$ cat src/rtl/swzd_pkg.sv
// Shared constants for the sliding-window z-score detector.
// Used by the square-root unit, the divider unit and the top level.
package swzd_pkg;
    localparam int CHANNELS  = 16;
    localparam int WINDOW    = 32;
    localparam int CH_W      = $clog2(CHANNELS);
    localparam int SLOT_W    = $clog2(WINDOW);
    localparam int FILL_W    = $clog2(WINDOW + 1);
    localparam int ADDR_W    = CH_W + SLOT_W;
    localparam int DEPTH     = CHANNELS * WINDOW;
    localparam int SAMPLE_W  = 16;
    localparam int SUM_W     = 21;
    localparam int SQS_W     = 38;
    localparam int D_W       = FILL_W + SQS_W;
    localparam int ROOT_W    = D_W / 2;
    localparam int DEV_W     = FILL_W + SAMPLE_W;
    localparam int NUM_W     = DEV_W + 8;
    localparam int SCL_W     = D_W + 14;
    localparam int THR_W     = 16;
    localparam logic [THR_W-1:0]  THR_RESET = 16'd768;
    localparam logic [FILL_W-1:0] WARMUP    = FILL_W'(5);
endpackage

$ cat src/rtl/swzd_div.sv
// Restoring divider, one quotient bit per cycle.
// Depends on swzd_pkg for operand widths.
module swzd_div (
    input  logic                          i_clk,
    input  logic                          i_rst_n,
    input  logic                          i_start,
    input  logic [swzd_pkg::NUM_W-1:0]    i_num,
    input  logic [swzd_pkg::ROOT_W-1:0]   i_den,
    output logic                          o_done,
    output logic [swzd_pkg::NUM_W-1:0]    o_quo
);
    localparam int CNT_W = $clog2(swzd_pkg::NUM_W + 1);
    localparam int REM_W = swzd_pkg::ROOT_W + 1;

    logic [REM_W-1:0]               r_rem;
    logic [swzd_pkg::NUM_W-1:0]     r_quo;
    logic [swzd_pkg::ROOT_W-1:0]    r_den;
    logic [CNT_W-1:0]               r_cnt;
    logic                           r_done;
    logic [REM_W-1:0]               w_shift;
    logic                           w_ge;

    assign w_shift = {r_rem[REM_W-2:0], r_quo[swzd_pkg::NUM_W-1]};
    assign w_ge    = w_shift >= {1'b0, r_den};

    always_ff @(posedge i_clk) begin
        if (!i_rst_n) begin
            r_cnt  <= '0;
            r_done <= 1'b0;
        end else begin
            r_done <= !i_start && (r_cnt == CNT_W'(1));
            if (i_start) begin
                r_rem <= '0;
                r_quo <= i_num;
                r_den <= i_den;
                r_cnt <= CNT_W'(swzd_pkg::NUM_W);
            end else if (r_cnt != '0) begin
                r_rem <= w_ge ? w_shift - {1'b0, r_den} : w_shift;
                r_quo <= {r_quo[swzd_pkg::NUM_W-2:0], w_ge};
                r_cnt <= r_cnt - 1'b1;
            end
        end
    end

    assign o_done = r_done;
    assign o_quo  = r_quo;

    a_rem_below: assert property (@(posedge i_clk) disable iff (!i_rst_n)
        (r_cnt != '0) |-> (r_rem < {1'b0, r_den})) else $error("remainder overflow");
endmodule

$ cat config.mk
export PLATFORM = sky130hd
export DESIGN_NAME = swzd_div
export DESIGN_NICKNAME = d
export VERILOG_FILES = /design/src/rtl/swzd_pkg.sv /design/src/rtl/swzd_div.sv
export SDC_FILE = /design/constraint.sdc
export NUM_CORES = 1
export LEC_CHECK = 0
export ABC_AREA = 1
export BUFFER_PORTS_ARGS = -buffer_cell sky130_fd_sc_hd__clkbuf_2
export CAP_MARGIN = 20
export CORE_MARGIN = 2
export CORE_UTILIZATION = 55
export DETAILED_ROUTE_END_ITERATION = 10
export PLACE_DENSITY_LB_ADDON = 0.08
export SLEW_MARGIN = 20
export SYNTH_ARGS = -nofsm -noshare
export SYNTH_HDL_FRONTEND = slang
export SYNTH_SLANG_ARGS = --single-unit
$ cat constraint.sdc
create_clock -name i_clk -period 6.1 [get_ports i_clk]
set_input_delay 0.61 -clock i_clk [delete_from_list [all_inputs] [get_ports i_clk]]
set_output_delay 0.61 -clock i_clk [all_outputs]
set_load 0.02 [all_outputs]
# Yosys cells after proc, flatten, opt, wreduce, memory -nomap -nowiden
# Cells that the tools add are included.
# word_totals
elab_cells	24
output_inout_bits	31
regBits	80
input_bits	55
# classes
order_cmp	1
n_eq_ne	1
n_mux	6
reduce_logical	7
addsub	2
bitwise_logic	1
# op_table
cell	count
2-to-1 mux 30 bit	2
2-to-1 mux 22 bit	2
>= comparator 23 x 22 -> 1 bit	1
subtractor 22 bit	1
2-to-1 mux 5 bit	2
== test 5 x 1 -> 1 bit (second input constant)	1
nonzero test 5 bit	1
subtractor 5 x 1 -> 5 bit (second input constant)	1
AND reduction 2 bit	2
nonzero test 2 bit	1
OR reduction 2 bit	1
logical AND 1 bit	1
zero test 1 bit	1
NOT 1 bit	1

# Logic depth before layout (Yosys ltp)
# logic_depth
word_depth	3
depth_mapped	15
depth_no_buf	15

# Least setup slack after synthesis
# No wires, ideal clock.
# synth_timing
path_kind	reg2reg
from	register r_cnt[0]
to	register r_quo (netlist bit o_quo[0]) (enable)
setup_ns	0.406
n_path_buf	0
required_ns	5.694
t_arrival_ns	1.858
slack_ns	3.836
synth_period_minus_slack_ns	2.264
path_stages_with_launch	8
cell_sequence	dfxtp_1 inv_1 ha_1 nand2_1 nor2_1 nand2_1 nand2_1 inv_1
# synth_via
elab_chain_cells	3
# synth_lines
item	line	text
from (decl)	swzd_div.sv:18	logic [CNT_W-1:0] r_cnt;
from (signal assigned)	swzd_div.sv:36	r_cnt <= CNT_W'(swzd_pkg::NUM_W);
from (signal assigned)	swzd_div.sv:40	r_cnt <= r_cnt - 1'b1;
nonzero test 5 bit	swzd_div.sv:37	end else if (r_cnt != '0) begin
nonzero test 2 bit (no source line)	-	
AND reduction 2 bit (no source line)	-	
to (signal assigned)	swzd_div.sv:34	r_quo <= i_num;
to (signal assigned)	swzd_div.sv:39	r_quo <= {r_quo[swzd_pkg::NUM_W-2:0], w_ge};
to (decl)	swzd_div.sv:16	logic [swzd_pkg::NUM_W-1:0] r_quo;
# No other way between the ends.
# A chain may end at the register's enable or synchronous reset.

# Worst setup path in the final report
# layout_timing
from	register r_rem[4]
to	register r_rem[19] (data pin)
# layout_via
elab_chain_cells	3
elab_cells_between_ends	4
cone_classes	add/sub: 1; order compare: 1; mux: 2
# layout_lines
item	line	text
from (decl)	swzd_div.sv:15	logic [REM_W-1:0] r_rem;
from (signal assigned)	swzd_div.sv:38	r_rem <= w_ge ? w_shift - {1'b0, r_den} : w_shift;
subtractor 22 bit or >= comparator 23 x 22 -> 1 bit (tied branches)	swzd_div.sv:38, swzd_div.sv:24	
2-to-1 mux 22 bit *	swzd_div.sv:38	
2-to-1 mux 22 bit *	swzd_div.sv:37	
# Mark *: on every way between the ends. The rest lies on a longest branch, timed or not. The select of a mux whose other input is x is not followed.

==> key figures <==
CTS
  – Sink Count: 80
  – # H-tree levels: 3
  – Post-CTS Repair Setup Buffers: 0
  – Total CTS buffers: 9
  – Clk buf depth: 2
  – Hold buffers post-CTS: 0
  – Post-CTS Resized: 0
  – Clock transition at path regs: 0.10 ns
  – CTS tree: yes
  – Later-pin clock latency in the skew report: approximately 0.36 ns
  – CTS root buf: clkbuf_8

Yosys
  – #FFs+latches synth: 80
  – Syn_nets: between 700 and 800
  – Post-synthesis cell count: between 600 and 700
  – Mapped Area: 5120 um2
  – Seq/Total Area, Yosys: 0.457
  – Yosys cell types: 35
  – Syn. warnings: 0
  – Average cell area after synthesis: approximately 7.8 um2

Setup path
  – Critical Path RT: roughly 6.2 ns
  – CP arrival: between 2 and 3 ns
  – Setup crit end kind: register
  – CP top delay family: simple AND/OR/NAND/NOR gates
  – Worst Path Buf+Inv: 2
  – Most used cell, CP: nand2_1
  – Critical Path Source Type: register
  – Slowest CP cell: nand4_2
  – Max incr delay on CP: approximately 0.50 ns
  – Crit Path Category: reg -> reg
  – Worst path cell trace: ha_1 -> nand2_1 -> inv_1 -> a21oi_2 -> nand2_2 -> nand2_4 -> nand4_2 -> nand2_1 -> nand2_1 -> nand2_1 -> inv_1
  – Crit Path Max Fanout: 21

Floorplan
  – Die Y: 100 um
  – Effective utilization at floorplan: 0.559
  – I/O pin count: 86
  – Chip width: roughly 100 um
  – Die ar.: approximately 10000 um2
  – Placement Rows: 35
  – Area of the core: a little over 9000 um2

Cells and area
  – Number of fill cells: around 850
  – Area grow syn2layout: 13.2%
  – Layout cells sized above 1: 0.187
  – Nets: about 830
  – Area of the multi-input gates: 2290 um2
  – FF+latch area: around 2300 um2
  – Fin util: 0.633
  – Ant. Diodes: 0

Timing
  – Final slew viol count: 0
  – Worst Skew: 0.0170 ns
  – Setup tns final: 0 ns
  – Final Setup Violations: 0
  – Fmax: 0.383 GHz
  – RSZ-0062 raised after global routing: false
  – Fin crit share: 0.428
  – Fin crit period: around 2.6 ns
  – Worst slew margin: 0.370
  – Worst-margin pin slew: 0.944 ns
  – Final Worst Setup Slack: between 3 and 4 ns
  – Hold Violations, Final: 0

Pwr
  – PD cells: ~280 nW/um2
  – Worst vdd rail ir drop: 0.133 mV
  – Static leakage: 3.05 nW

Worst hold path
  – Hold Crit Class: in -> reg

Route
  – DRT iter0 DRCs: roughly 250
  – Vias per Instance: 5.04
  – Wire per inst: about 13 um
  – Drt total wl: ~11 mm
  – DR vias: between 4000 and 5000
  – 1st-pass router iterations: 5
  – DRC viols: 0
  – Routed Antenna Nets: 0

Place
  – Pre-CTS WS: between 3 and 4 ns
  – Routability-driven placement congestion ratio: 0.925
  – Port bufs: 85
  – Dpl hpwl: 8.50 mm

GRT
  – Grt total ovfl: 0
  – First-pass GRT wire length: approximately 19 mm
  – GRT Overall Usage: 0.235
  – Largest net degree at the start of global routing: 53
  – Vias in the first global route: roughly 4200
  – Antenna violations before repair: 0

Run status
  – Run status: complete, no violations

Job
  – Max_cap viols: 0
cells in the final DEF, fill, tap and decap left out, types with 3 or more instances in the layout:
cell and instances:
nand2_1 255, inv_1 97, clkbuf_2 85, edfxtp_1 74
nor2_1 63, nand3_1 29, ha_1 24, o21bai_1 15
a21oi_1 13, nor2_2 12, xor2_1 9, clkbuf_8 9
inv_2 8, nand3b_1 8, nand2_2 7, dfxtp_1 6
nand4_1 5, inv_4 3
per-stage QoR:
stage / hold slack, ns / area [um2] / instances / power [mW]
after floorplan: 0.420 / 5120 / 660 / 1.13
after global routing: 0.404 / 5790 / 861 / 1.72
after global placement: 0.440 / 5620 / 845 / 1.25
final: 0.416 / 5790 / 861 / 1.62
after CTS: 0.406 / 5790 / 861 / 1.63
after detailed placement: 0.442 / 5620 / 845 / 1.26
path summary, 6_finish.rpt:
path / startpoint / endpoint / slack [ns] / cells after the start
max: r_rem[4] / r_rem[19] / 3.49 / 11
max reg2reg: r_rem[4] / r_rem[19] / 3.49 / 11
min reg2reg: r_cnt[4] / o_done / 0.47 / 1
min: i_den[4] / r_den[4] / 0.42 / 1
power breakdown:
part,total [mW],internal (mW),switching [mW]
Sequential,0.702,0.673,0.0297
Clock,0.376,0.154,0.222
Combinational,0.545,0.189,0.357
Total,1.62,1.02,0.608
registers in the layout (all words and copies together), names as in the netlist:
signal	cells
r_cnt	5
r_den	22
o_quo	30
r_rem	22
o_done	1
synth_stat cells, drive strengths merged:
library cell	count	area share
a211oi	1	0.0015
a21boi	1	0.0015
a21oi	15	0.016
a31oi	2	0.0024
and2	1	0.0012
buf	4	0.0093
clkbuf	9	0.0066
clkinv	1	0.00098
dfxtp	6	0.023
edfxtp	74	0.43
fa	1	0.0039
ha	24	0.059
inv	106	0.078
nand2	264	0.20
nand3	30	0.032
nand3b	8	0.012
nand4	6	0.0086
nor2	77	0.067
nor3	2	0.0020
nor4	1	0.0012
o21ai	2	0.0020
o21bai	15	0.022
or2	1	0.0012
xor2	9	0.015
cell families (layout without fill, tap and decap cells):
family	after synthesis	count (layout)	share of synthesized area
AND/OR/NAND/NOR	390	390	0.325
buffers and inverters	120	210	0.0946
flip-flops	80	80	0.457
AO/OA/AOI/OAI	36	36	0.0455
adder cells (fa/ha/maj)	25	25	0.0626
XOR/XNOR	9	9	0.0154
area by class of cell:
type,instances,share of cell area
clock buffer,10,0.0220
clock inverter,6,0.00821
inverter,107,0.0697
timing repair buffer,87,0.0760
tap,111,0.0240
sequential,80,0.404
multi-input combinational,460,0.396
per-layer routing:
layer,GRT usage,wire length [um],vias to the layer above
met3,0.0458,705,13
met4,0.0759,138,0
met2,0.394,5320,142
met1,0.308,5190,1948
li1,-,-,2240
met5,0,0,-
Note: power is estimated with default switching activity, not from simulation.
