**src/rtl/swzd_pkg.sv**
```systemverilog
// Shared constants for the sliding-window z-score detector.
// Used by the square-root unit, the divider unit and the top level.
package swzd_pkg;
    localparam int CHANNELS  = 16;
    localparam int WINDOW    = 32;
    localparam int CH_W      = $clog2(CHANNELS);
    localparam int SLOT_W    = $clog2(WINDOW);
    localparam int FILL_W    = $clog2(WINDOW + 1);
    localparam int ADDR_W    = CH_W + SLOT_W;
    localparam int DEPTH     = CHANNELS * WINDOW;
    localparam int SAMPLE_W  = 16;
    localparam int SUM_W     = 21;
    localparam int SQS_W     = 38;
    localparam int D_W       = FILL_W + SQS_W;
    localparam int ROOT_W    = D_W / 2;
    localparam int DEV_W     = FILL_W + SAMPLE_W;
    localparam int NUM_W     = DEV_W + 8;
    localparam int SCL_W     = D_W + 14;
    localparam int THR_W     = 16;
    localparam logic [THR_W-1:0]  THR_RESET = 16'd768;
    localparam logic [FILL_W-1:0] WARMUP    = FILL_W'(5);
endpackage

```
**src/rtl/swzd_isqrt.sv**
```systemverilog
// Iterative integer square root, one result bit per cycle.
// Depends on swzd_pkg for operand widths.
module swzd_isqrt (
    input  logic                          i_clk,
    input  logic                          i_rst_n,
    input  logic                          i_start,
    input  logic [swzd_pkg::D_W-1:0]      i_value,
    output logic                          o_done,
    output logic [swzd_pkg::ROOT_W-1:0]   o_root
);
    localparam int CNT_W = $clog2(swzd_pkg::ROOT_W + 1);

    logic [swzd_pkg::D_W-1:0] r_rem;
    logic [swzd_pkg::D_W-1:0] r_root;
    logic [swzd_pkg::D_W-1:0] r_bit;
    logic [CNT_W-1:0]         r_cnt;
    logic                     r_done;
    logic [swzd_pkg::D_W:0]   w_trial;

    assign w_trial = {1'b0, r_root} + {1'b0, r_bit};

    always_ff @(posedge i_clk) begin
        if (!i_rst_n) begin
            r_cnt  <= '0;
            r_done <= 1'b0;
        end else begin
            r_done <= !i_start && (r_cnt == CNT_W'(1));
            if (i_start) begin
                r_rem  <= i_value;
                r_root <= '0;
                r_bit  <= swzd_pkg::D_W'(1) << (2 * (swzd_pkg::ROOT_W - 1));
                r_cnt  <= CNT_W'(swzd_pkg::ROOT_W);
            end else if (r_cnt != '0) begin
                if ({1'b0, r_rem} >= w_trial) begin
                    r_rem  <= r_rem - w_trial[swzd_pkg::D_W-1:0];
                    r_root <= (r_root >> 1) + r_bit;
                end else begin
                    r_root <= r_root >> 1;
                end
                r_bit <= r_bit >> 2;
                r_cnt <= r_cnt - 1'b1;
            end
        end
    end

    assign o_done = r_done;
    assign o_root = r_root[swzd_pkg::ROOT_W-1:0];

    a_done_pulse: assert property (@(posedge i_clk) disable iff (!i_rst_n)
        r_done |=> !r_done) else $error("root done held");
endmodule

```
**config.mk**
```make
export PLATFORM = sky130hd
export DESIGN_NAME = swzd_isqrt
export DESIGN_NICKNAME = d
export VERILOG_FILES = /design/src/rtl/swzd_pkg.sv /design/src/rtl/swzd_isqrt.sv
export SDC_FILE = /design/constraint.sdc
export NUM_CORES = 1
export LEC_CHECK = 0
export ABC_AREA = 0
export BUFFER_PORTS_ARGS = -buffer_cell sky130_fd_sc_hd__buf_2
export CORE_MARGIN = 1.5
export CORE_UTILIZATION = 62
export CTS_CLUSTER_SIZE = 10
export DETAILED_ROUTE_END_ITERATION = 8
export PLACE_DENSITY = 0.91
export SLEW_MARGIN = 20
export SYNTH_ARGS = -nofsm -noshare
export SYNTH_HDL_FRONTEND = slang
export SYNTH_SLANG_ARGS = --single-unit
```
**constraint.sdc**
```tcl
create_clock -name i_clk -period 19.6 [get_ports i_clk]
set_input_delay 0.98 -clock i_clk [delete_from_list [all_inputs] [get_ports i_clk]]
set_output_delay 0.98 -clock i_clk [all_outputs]
set_load 0.005 [all_outputs]
```
# After elaboration in Yosys (flattened, before gate mapping)
# Cells that the tools add are included.
[classes]
n_addsub = 4
n_lt_le_gt_ge = 1
eq_ne = 1
muxes = 8
bitwise_logic = 1
reduce_logical = 8
[op_table]
columns = ["operator", "n"]
rows = [
  ["44-bit two-way mux", 5],
  ["44-bit by 43-bit adder with 45-bit output", 1],
  ["44-bit by 45-bit greater-or-equal comparator with 1-bit output", 1],
  ["43-bit by 43-bit adder with 44-bit output", 1],
  ["44-bit subtractor", 1],
  ["43-bit two-way mux", 1],
  ["5-bit two-way mux", 2],
  ["5-bit by 1-bit == test with 1-bit output, second input constant", 1],
  ["5-bit nonzero test", 1],
  ["5-bit by 1-bit subtractor with 5-bit output, second input constant", 1],
  ["2-bit nonzero test", 2],
  ["3-bit AND reduction", 1],
  ["2-bit AND reduction", 1],
  ["2-bit OR reduction", 1],
  ["1-bit logical AND", 1],
  ["1-bit logical NOT", 1],
  ["1-bit NOT", 1],
]
[word_totals]
reg_bits = 116
inputBits = 47
out_inout_bits = 23
elab_cells = 29

# Longest topological paths before layout
# Gate-level depths: netlist of run 1.
[logic_depth]
ltp_word = 5
ltp_mapped = 23
ltp_nobuf = 21

# Worst setup path after synthesis of run 1
# No wires, ideal clock.
[synth_path]
path_type = "register -> register"
start = "reg r_root[6] (netlist name)"
end = "reg r_rem[0] (netlist name), enable pin"
setup_ns = 0.513
arrival_time_ns = 7.471
required_time_ns = 19.087
path_slack_ns = 11.617
path_stages_with_launch = 21
path_buffers = 1
period_less_slack_ns = 7.983
cell_sequence = "edfxtp_1 > ha_1 > nand4_1 > o21ai_1 > nand3_1 > a311oi_2 > a2111oi_2 > or4b_2 > a21oi_1 > o21ai_0 > xor2_1 > ha_1 > nand2_1 > nor3_1 > nand3_1 > o21ai_0 > a31o_2 > a21oi_1 > a22o_4 > buf_6 > a21boi_0"
[synth_via]
elab_chain_cells = 4
[synth_lines]
columns = ["element", "line_no", "text"]
rows = [
  ["start, declared", "swzd_isqrt.sv:14", "logic [swzd_pkg::D_W-1:0] r_root;"],
  ["start signal, assigned", "swzd_isqrt.sv:36", "r_root <= (r_root >> 1) + r_bit;"],
  ["start signal, assigned", "swzd_isqrt.sv:38", "r_root <= r_root >> 1;"],
  ["44-bit by 43-bit adder with 45-bit output", "swzd_isqrt.sv:20", "assign w_trial = {1'b0, r_root} + {1'b0, r_bit};"],
  ["44-bit by 45-bit greater-or-equal comparator with 1-bit output", "swzd_isqrt.sv:34", "if ({1'b0, r_rem} >= w_trial) begin"],
  ["2-bit nonzero test (no source line)", "-", ""],
  ["3-bit AND reduction (no source line)", "-", ""],
  ["end signal, assigned", "swzd_isqrt.sv:29", "r_rem <= i_value;"],
  ["end signal, assigned", "swzd_isqrt.sv:35", "r_rem <= r_rem - w_trial[swzd_pkg::D_W-1:0];"],
  ["end, declared", "swzd_isqrt.sv:13", "logic [swzd_pkg::D_W-1:0] r_rem;"],
]
# No other way between the ends.
# A chain may end at the register's enable or synchronous reset.

# Worst setup path after layout of run 1
[layout_path]
start = "reg r_root[2] (netlist name)"
end = "reg r_rem[6] (netlist name), enable pin"
# The elaborated chain is that of the path after synthesis.

==> results_dict.tcl, run 1 <==
set metrics [dict create \
    outcome "finished, final reports clean" \
    gp_congestion 0.979 \
    cts.repair.resized 0 \
    port_buffers 69 \
    final.setup.tns_ns 0 \
    die_w_microns 132 \
    synth_mux_area_share_pct 1.44 \
    cellPowerDensity_mw_per_mm2 140 \
    preCtsSetupSlack_ns 13.49 \
    firstDrtPassIters 6 \
    synth_compound_area_share_pct 24.3 \
    overflow 0 \
    crit_start "r_root[2]" \
    end_kind "register" \
    yosysUniqueCellTypes 85 \
    fmax_ghz 0.158 \
    dieArea_sq_mm 0.0175 \
    yosysTopAreaCellShare_pct 31.8 \
    cts_hold_buf 0 \
    std_cell_rows 47 \
    synth_edf_count 110 \
    routed_wl_microns 26900 \
    syn_nets 1304 \
    ant_nets 0 \
    p_leak_nw 4.45 \
    crit_buf_inv 1 \
    arrival_ns 6.41 \
    synth_ff_type "edfxtp_1" \
    post-route-period-util_pct 32.3 \
    synth_most_common_cell "nand2_1" \
    numClockSinks 116 \
    ys_async_sr_fraction_pct 0 \
    ys_seq_area_share_pct 33.0 \
    core_area_sq_mm 0.0165 \
    synth_fa_ha_area_share_pct 11.4 \
    synth_xor_area_share_pct 7.60 \
    insertion_delay_ns 0.44 \
    synth.top_cells.by_count "115 x nand2_1, 110 x edfxtp_1, 93 x ha_1, 93 x nor2_1, 89 x o21ai_0" \
    synth_area_per_cell_sq_um 8.92 \
    post-route-drc-count 0 \
    die_y_microns 132 \
    grt_max_degree 67 \
    clock_path_buffers 2 \
    synth_top_family_by_area "compound AO/OA/AOI/OAI gates" \
    tightest_slew_ns 0.902 \
    min_from "r_cnt[4]" \
    rsz0062_at_grt "false" \
    final_core_util_pct 68.5 \
    post_cts_buffers 0 \
    cts_tree "yes" \
    grt_pass1_wl_microns 43700 \
    start_util_pct 63.0 \
    hold_ws_ns 0.555 \
    setup_viol 0 \
    nets 1338 \
    htreeDepth 4 \
    n_antenna_cell 0 \
    path_clk_slew_ns 0.06 \
    hp-class "register to register" \
    viasPerCell 6.52 \
    relSlewSlack_pct 38.3 \
    vias 9328 \
    grt_use_total_pct 31.1 \
    clock_skew_ns 0.0103 \
    r2r_start "r_root[2]" \
    clockRootBuffer "clkbuf_16" \
    final_layout_size_suffix_gt1_share_pct 12.0 \
    synth-seq-cells 116 \
    worstPathCellList "ha_1 -> a31oi_1 -> nor3_1 -> o31ai_1 -> o2bb2ai_1 -> o31a_1 -> o21ai_0 -> a31oi_1 -> o21bai_1 -> xnor2_1 -> ha_1 -> and2_1 -> and3_1 -> a21boi_0 -> o21ai_0 -> a31o_2 -> a21oi_1 -> a22o_4 -> a21boi_4 -> buf_4" \
    irDropWorstVdd_uv 103 \
    cap_violations 0 \
    critPathSlowestCell "o31ai_1" \
    critPathKind "register to register" \
    cts_buffers 17 \
    yosysWarnings 0 \
    io_pins 70 \
    final_hold_viol_count 0 \
    hpwl_microns 19000 \
    finalMaxSlewViolations 0 \
    syn_inst 1163 \
    grt_pass1_vias 8891 \
    min_period_ns 6.33 \
    antenna_found_initial 0 \
    cp_top_family "compound AO/OA/AOI/OAI gates" \
    area_delta_synth_final_pct 8.68 \
    synth_top_area_cell "edfxtp_1" \
    synthTopCellsByArea "edfxtp_1 32%, ha_1 11%, o21ai_0 4.3%, xor2_1 4.2%, a21oi_1 4.2%" \
    drt-initial-drc-count 862 \
    wl_per_cell_microns 18.8 \
    max_stage_delay_ns 0.51 \
    post-route-worst-setup-slack_ns 13.27 \
    cp_data_required_time_ns 19.68 \
    start_kind "register" \
    path_max_fanout 32 \
    synthSimpleGateAreaFrac_pct 17.5 \
    synth_area_sq_mm 0.0104 \
]
==> tightest hold or removal path, stage by stage, from the launching register on <==
cell      delay [ns]
dfxtp_1         0.32
a21oi_1         0.11
a21boi_0        0.08
==> path summary, 6_finish.rpt <==
path,end,slack (ns),depth (start not counted)
max,r_rem[6],13.27,20
min,r_cnt[4],0.56,2
max reg2reg,r_rem[6],13.27,20
min reg2reg,r_cnt[4],0.56,2
==> report_power, final <==
part	switching, mW	internal [mW]	total, mW
registers	0.0478	0.353	0.401
logic	0.526	0.341	0.867
clock network	0.121	0.191	0.312
==> state kept, by name, summed over array words and instances (netlist names) <==
signal / flops
r_cnt: 5
r_rem: 44
o_done: 1
r_root: 44
r_bit: 22
==> per-stage QoR <==
| step | instances | cell area (sq um) | total power [mW] |
|---|---|---|---|
| after detailed placement | 1398 | 10700 | 1.24 |
| after global placement | 1398 | 10700 | 1.22 |
| after CTS | 1430 | 11300 | 1.56 |
| after global routing | 1430 | 11300 | 1.68 |
| final | 1430 | 11300 | 1.58 |
| after floorplan | 1163 | 10400 | 1.07 |
==> cell type report <==
cell class	count	area, sq um
multi-input cells	957	6470
well taps	220	275
fillers	1276	5190
inverters	29	109
clock buffers	23	532
clock inverters	9	62.6
repair buffers	76	400
flip-flops and latches	116	3420
==> logic make-up (layout without fill, tap and decap cells) <==
family / after synthesis / count (layout)
buffers and inverters: 90 / 137
and+or+nand+nor: 376 / 376
xor gates and xnor gates: 90 / 90
DFF: 116 / 116
AOI/OAI and AO/OA: 383 / 383
adders and majority gates: 94 / 94
muxes: 14 / 14
==> layer usage <==
layer | part of all wire, % | GRT usage [%] | vias to the layer above
li1 | - | - | 4435
met3 | 6.9 | 4.81 | 85
met5 | 0 | 0 | -
met1 | 41 | 38.8 | 4354
met4 | 4.7 | 17.7 | 0
met2 | 48 | 51.7 | 454
==> cells in the final DEF, fill, tap and decap left out, drive strengths merged, types with 6 or more instances in the layout <==
cell | Yosys | final
nand2 | 115 | 115
edfxtp | 110 | 110
o21ai | 97 | 97
nor2 | 93 | 93
ha | 93 | 93
a21oi | 88 | 88
buf | 35 | 76
xor2 | 50 | 50
xnor2 | 40 | 40
nor2b | 36 | 36
inv | 29 | 31
a31oi | 27 | 27
a211oi | 26 | 26
nand3 | 24 | 24
clkbuf | 24 | 23
nor3 | 21 | 21
o31ai | 21 | 21
a21o | 19 | 19
o21bai | 17 | 17
nand4 | 16 | 16
and3 | 15 | 15
o21a | 13 | 13
a31o | 12 | 12
o211ai | 10 | 10
nor4 | 10 | 10
or3 | 9 | 9
a21boi | 9 | 9
nand2b | 8 | 8
or2 | 7 | 7
mux2i | 7 | 7
mux2 | 7 | 7
and2 | 7 | 7
clkinv | 0 | 7
dfxtp | 6 | 6
No activity file was read; power rests on OpenSTA's default activity.
==> run 2: changes to the inputs <==
CORE_UTILIZATION = 57   (was 62)
PLACE_DENSITY = 0.89   (was 0.91)
clock period = 5.75 ns   (was 19.6 ns; I/O delays follow)
==> run 2 against run 1 <==
Net effect:
- routed wire length rose by 2.4%
- fmax rose by 15%
- critical path depth rose by 1
- largest power group unchanged
- clock-buffer cell count rose by 4
- worst setup slack got worse by 13 ns
- sequential power rose to 3.4 times the previous value
- final cell count rose by 1.5%
==> results_dict.tcl, run 2 (same netlist as run 1, synthesis figures left out) <==
set metrics [dict create \
    outcome "finished, final reports clean" \
    whs_endpoint "r_rem[4]" \
    clock_skew_ns 0.00936 \
    io_pins 70 \
    critPathSlowestCell "edfxtp_1" \
    min_period_ns 5.51 \
    rr_worst_depth 21 \
    drt-initial-drc-count 1004 \
    path_clk_slew_ns 0.06 \
    hpwl_microns 19100 \
    clockRootBuffer "clkbuf_16" \
    fin_cells 1451 \
    post-route-period-util_pct 95.9 \
    cap_violations 0 \
    fmax_ghz 0.181 \
    grtUsageMet3_pct 5.77 \
    vias 9409 \
    nets 1350 \
    cts_tree "yes" \
    grt_max_degree 91 \
    path_max_fanout 15 \
    firstDrtPassIters 6 \
    n_antenna_cell 0 \
    grt_util_met1_pct 36.2 \
    finalPower_mw 5.54 \
    core_area_sq_mm 0.0179 \
    area_delta_synth_final_pct 11.0 \
    hold_ws_ns 0.126 \
    start_kind "register" \
    min_from "i_value[4]" \
    post-route-drc-count 0 \
    r2r_slack_ns 0.24 \
    final_cell_mix "114 x nand2_1, 110 x edfxtp_1, 93 x nor2_1" \
    wl_per_cell_microns 19.0 \
    htreeDepth 4 \
    max_stage_delay_ns 0.47 \
    irDropWorstVdd_uv 287 \
    p_leak_nw 4.53 \
    seqCellArea_sq_mm 0.00342 \
    std_cell_rows 49 \
    critPathKind "register to register" \
    numClockSinks 116 \
    nFillCells 1406 \
    largest_registers "r_rem (44), r_root (44), r_bit (22)" \
    die_y_microns 138 \
    cts_hold_buf 0 \
    cts_buffers 17 \
    port_buffers 69 \
    grt_pass1_vias 8912 \
    arrival_ns 5.66 \
    relSlewSlack_pct 39.9 \
    insertion_delay_ns 0.44 \
    die_w_microns 138 \
    grt_use_total_pct 29.2 \
    hold_depth 3 \
    gp_congestion 1.01 \
    dieArea_sq_mm 0.0190 \
    finalMaxSlewViolations 0 \
    viasPerCell 6.48 \
    setup_viol 0 \
    overflow 0 \
    cp_data_required_time_ns 5.89 \
    start_util_pct 57.9 \
    multi_input_area_sq_mm 0.00661 \
    grt_use_met2_pct 48.6 \
    cellPowerDensity_mw_per_mm2 481 \
    tightest_slew_ns 0.902 \
    final_common_cell "nand2_1" \
    final_hold_viol_count 0 \
    grt_pass1_wl_microns 43300 \
    routed_wl_microns 27600 \
    final_layout_size_suffix_gt1_share_pct 13.9 \
    preCtsSetupSlack_ns 0.159 \
    worstPathCellList "ha_1 -> nand4_1 -> o21ai_1 -> nand3_2 -> a311oi_4 -> a31oi_2 -> o21ai_1 -> and3_1 -> o21ai_0 -> xor2_1 -> ha_1 -> a21o_1 -> a21boi_2 -> a21boi_0 -> o21ai_0 -> a31o_2 -> a21oi_4 -> a22oi_4 -> buf_4 -> nor2_1 -> a211oi_1" \
    end_kind "register" \
    hp-class "input pin to register" \
    antenna_found_initial 0 \
    top_usage_layer "met2" \
    r2r_start "r_root[4]" \
    post-route-worst-setup-slack_ns 0.237 \
    dp_cells 1412 \
    ant_nets 0 \
    clock_path_buffers 2 \
    r2r_end "r_root[40]" \
]
-- run 2: cell types whose count changed in the layout (fill, tap and decap cells not counted), sizes merged --
cell,before,now
buf,76,87
clkinv,7,2
clkbuf,23,27
a22oi,1,2
inv,31,32
-- run 2: area by class of cell --
class                      count  share of cell area [%]
clock inverter                 5                   0.250
timing repair buffer          87                    4.33
tap                          229                    2.49
clock buffer                  27                    4.92
inverter                      29                   0.945
sequential                   116                    29.7
multi-input combinational    958                    57.3
-- run 2: worst max-delay path by stage --
stage / from / endpoint / slack, ns
CTS: r_root[0] / r_root[5] / 0.10
floorplan: r_root[12] / r_rem[0] / -1.91
finish: r_root[4] / r_root[40] / 0.24
detailed placement: r_root[0] / r_root[5] / 0.16
global route: r_root[4] / r_root[40] / -0.01
global placement: r_root[6] / r_root[1] / 0.36
-- run 2: worst max-delay path: cells and delay by family, from the launching register on --
kind            cells  cell delay [ns]
xor+xnor            1             0.19
simple gates        4             0.71
buf+inv             1             0.26
flops               1             0.47
fa+ha+maj           2             0.78
compound gates     13             2.78
-- run 2: power breakdown --
group	switching [mW]	internal [mW]
Clock	0.401	0.673
Combinational	1.85	1.24
Sequential	0.166	1.20
-- run 2: what timing repair did --
item | 4_1_cts | 5_1_grt
endpoints found under the setup margin | 0 | 74
gates resized for setup | 0 | 11
setup buffers | 0 | 6
-- run 2: layer usage --
| metal | routed length [microns] | share of wire, % | vias up |
|---|---|---|---|
| met5 | 0 | 0 | - |
| met4 | 1100 | 4.0 | 0 |
| met3 | 2200 | 8.0 | 94 |
| met2 | 13200 | 48 | 431 |
| met1 | 11100 | 40 | 4426 |
| li1 | - | - | 4458 |
-- run 2: metrics by stage --
stage	cell area, sq um	TNS (ns)	util, %
after detailed placement	10800	0	60.3
after floorplan	10400	-84.04	-
after CTS	11400	0	63.6
final	11500	0	64.3
after global placement	10800	0	60.3
after global routing	11500	-0.0114	64.3
==> run 3: changes to the inputs <==
REMOVE_ABC_BUFFERS = 1   (was unset)
==> run 3 against run 2 <==
Net effect:
- worst hold slack gained 0.014 ns
- register-to-register slack lost 0.04 ns
- total power grew 1.2%
- sequential share of layout area shrank 0.24 points
- fmax shrank 0.72%
- worst setup slack lost 0.040 ns
- global-route usage grew 1.9 points
- critical path type unchanged
- highest routed layer unchanged
==> results_dict.tcl, run 3 (same netlist as run 1, synthesis figures left out) <==
set metrics [dict create \
    end_kind "register" \
    final.setup.tns_ns 0 \
    p_leak_nw 4.62 \
    vias 9597 \
    start_kind "register" \
    critPathKind "register to register" \
    area_delta_synth_final_pct 11.9 \
    cellPowerDensity_mw_per_mm2 483 \
    clockRootBuffer "clkbuf_16" \
    min_from "i_rst_n" \
    post-route-drc-count 0 \
    largest_registers "r_rem (44), r_root (44), r_bit (22)" \
    finalMaxSlewViolations 0 \
    nFillCells 1422 \
    grt_pass1_wl_microns 45900 \
    hpwl_microns 20500 \
    final_cell_mix "115 x nand2_1, 110 x edfxtp_1, 93 x nor2_1" \
    cts_tree "yes" \
    arrival_ns 5.74 \
    relSlewSlack_pct 27.6 \
    grt_use_total_pct 31.1 \
    dieArea_sq_mm 0.0190 \
    firstDrtPassIters 6 \
    outcome "finished, final reports clean" \
    ant_nets 0 \
    htreeDepth 4 \
    setup_viol 0 \
    viasPerCell 6.53 \
    routed_wl_microns 28700 \
    overflow 0 \
    irDropWorstVdd_uv 265 \
    r2r_end "r_root[21]" \
    nets 1368 \
    r2r_slack_ns 0.20 \
    start_util_pct 57.9 \
    hp-class "input pin to register" \
    path_clk_slew_ns 0.06 \
    cts_hold_buf 0 \
    cts_buffers 17 \
    whs_endpoint "r_cnt[2]" \
    hold_depth 2 \
    wl_per_cell_microns 19.5 \
    insertion_delay_ns 0.43 \
    io_pins 70 \
    numClockSinks 116 \
    clock_skew_ns 0.0148 \
    port_buffers 69 \
    place_area_sq_mm 0.0109 \
    clock_path_buffers 2 \
    rr_worst_depth 23 \
    gp_congestion 0.967 \
    r2r_start "r_root[2]" \
    drt-initial-drc-count 1062 \
    post-route-period-util_pct 96.6 \
    final_common_cell "nand2_1" \
    min_period_ns 5.55 \
    design_area_sq_mm 0.0116 \
    final_layout_size_suffix_gt1_share_pct 14.5 \
    std_cell_rows 49 \
    grt_pass1_vias 9131 \
    hold_ws_ns 0.140 \
    cp_data_required_time_ns 5.93 \
    core_area_sq_mm 0.0179 \
    die_w_microns 138 \
    n_antenna_cell 0 \
    final_core_util_pct 64.9 \
    grt_max_degree 81 \
    tightest_slew_ns 1.06 \
    die_y_microns 138 \
    path_max_fanout 9 \
    fmax_ghz 0.180 \
    cap_violations 0 \
    antenna_found_initial 0 \
    final_hold_viol_count 0 \
]
## run 3: per-layer routing
metal,vias to the layer above,share of wire (%),track usage (%)
li1,4509,-,-
met1,4476,41,41.5
met2,537,47,50.6
met3,75,8.6,4.71
met4,0,3.1,12.9
met5,-,0,0
## run 3: timing repair
action | 4_1_cts | 5_1_grt
resized for setup | 0 | 14
setup buffers | 0 | 5
endpoints found under the setup margin | 0 | 87
## run 3: worst max-delay path by stage
stage / startpoint / end / slack [ns] / cells after the start
global placement: r_root[6] / r_root[24] / 0.32 / 21
global route: r_root[6] / r_root[19] / -0.05 / 23
detailed placement: r_root[6] / r_root[15] / 0.15 / 21
finish: r_root[2] / r_root[21] / 0.20 / 23
floorplan: r_root[6] / r_rem[0] / -2.17 / 19
CTS: r_root[6] / r_root[15] / 0.12 / 21
## run 3: area by class of cell
class | count | area, sq um | area share, %
multi-input combinational | 957 | 6540 | 56.3
sequential | 116 | 3420 | 29.5
tap | 229 | 287 | 2.47
timing repair buffer | 106 | 683 | 5.88
inverter | 29 | 109 | 0.937
clock inverter | 14 | 143 | 1.23
clock buffer | 18 | 429 | 3.70
## run 3: critical path, stage by stage (launching register included)
cell	delay [ns]
edfxtp_1	0.48
ha_1	0.39
a31oi_2	0.27
nor3_2	0.08
o31ai_1	0.27
buf_4	0.18
o2bb2ai_1	0.24
o31a_1	0.21
o21ai_0	0.08
buf_4	0.16
a21oi_1	0.26
a21oi_1	0.14
xnor2_1	0.26
ha_1	0.37
a21o_1	0.20
a21oi_1	0.21
o21ai_0	0.12
a31o_2	0.26
a21oi_2	0.26
a22oi_4	0.12
buf_12	0.17
buf_4	0.14
o21ai_1	0.09
mux2_2	0.34
## run 3: stage by stage
stage | worst slack (ns) | power, mW | cells
floorplan | -2.17 | 3.53 | 1102
global placement | 0.318 | 4.25 | 1432
global route | -0.0494 | 5.97 | 1469
CTS | 0.115 | 5.46 | 1464
finish | 0.197 | 5.61 | 1469
detailed placement | 0.153 | 4.36 | 1432
## run 3: power by group
| part | switching (mW) | leakage (nW) | total, mW | internal (mW) |
|---|---|---|---|---|
| logic | 1.88 | 3.20 | 3.18 | 1.30 |
| registers | 0.157 | 1.13 | 1.36 | 1.20 |
| clock network | 0.400 | 0.283 | 1.07 | 0.669 |
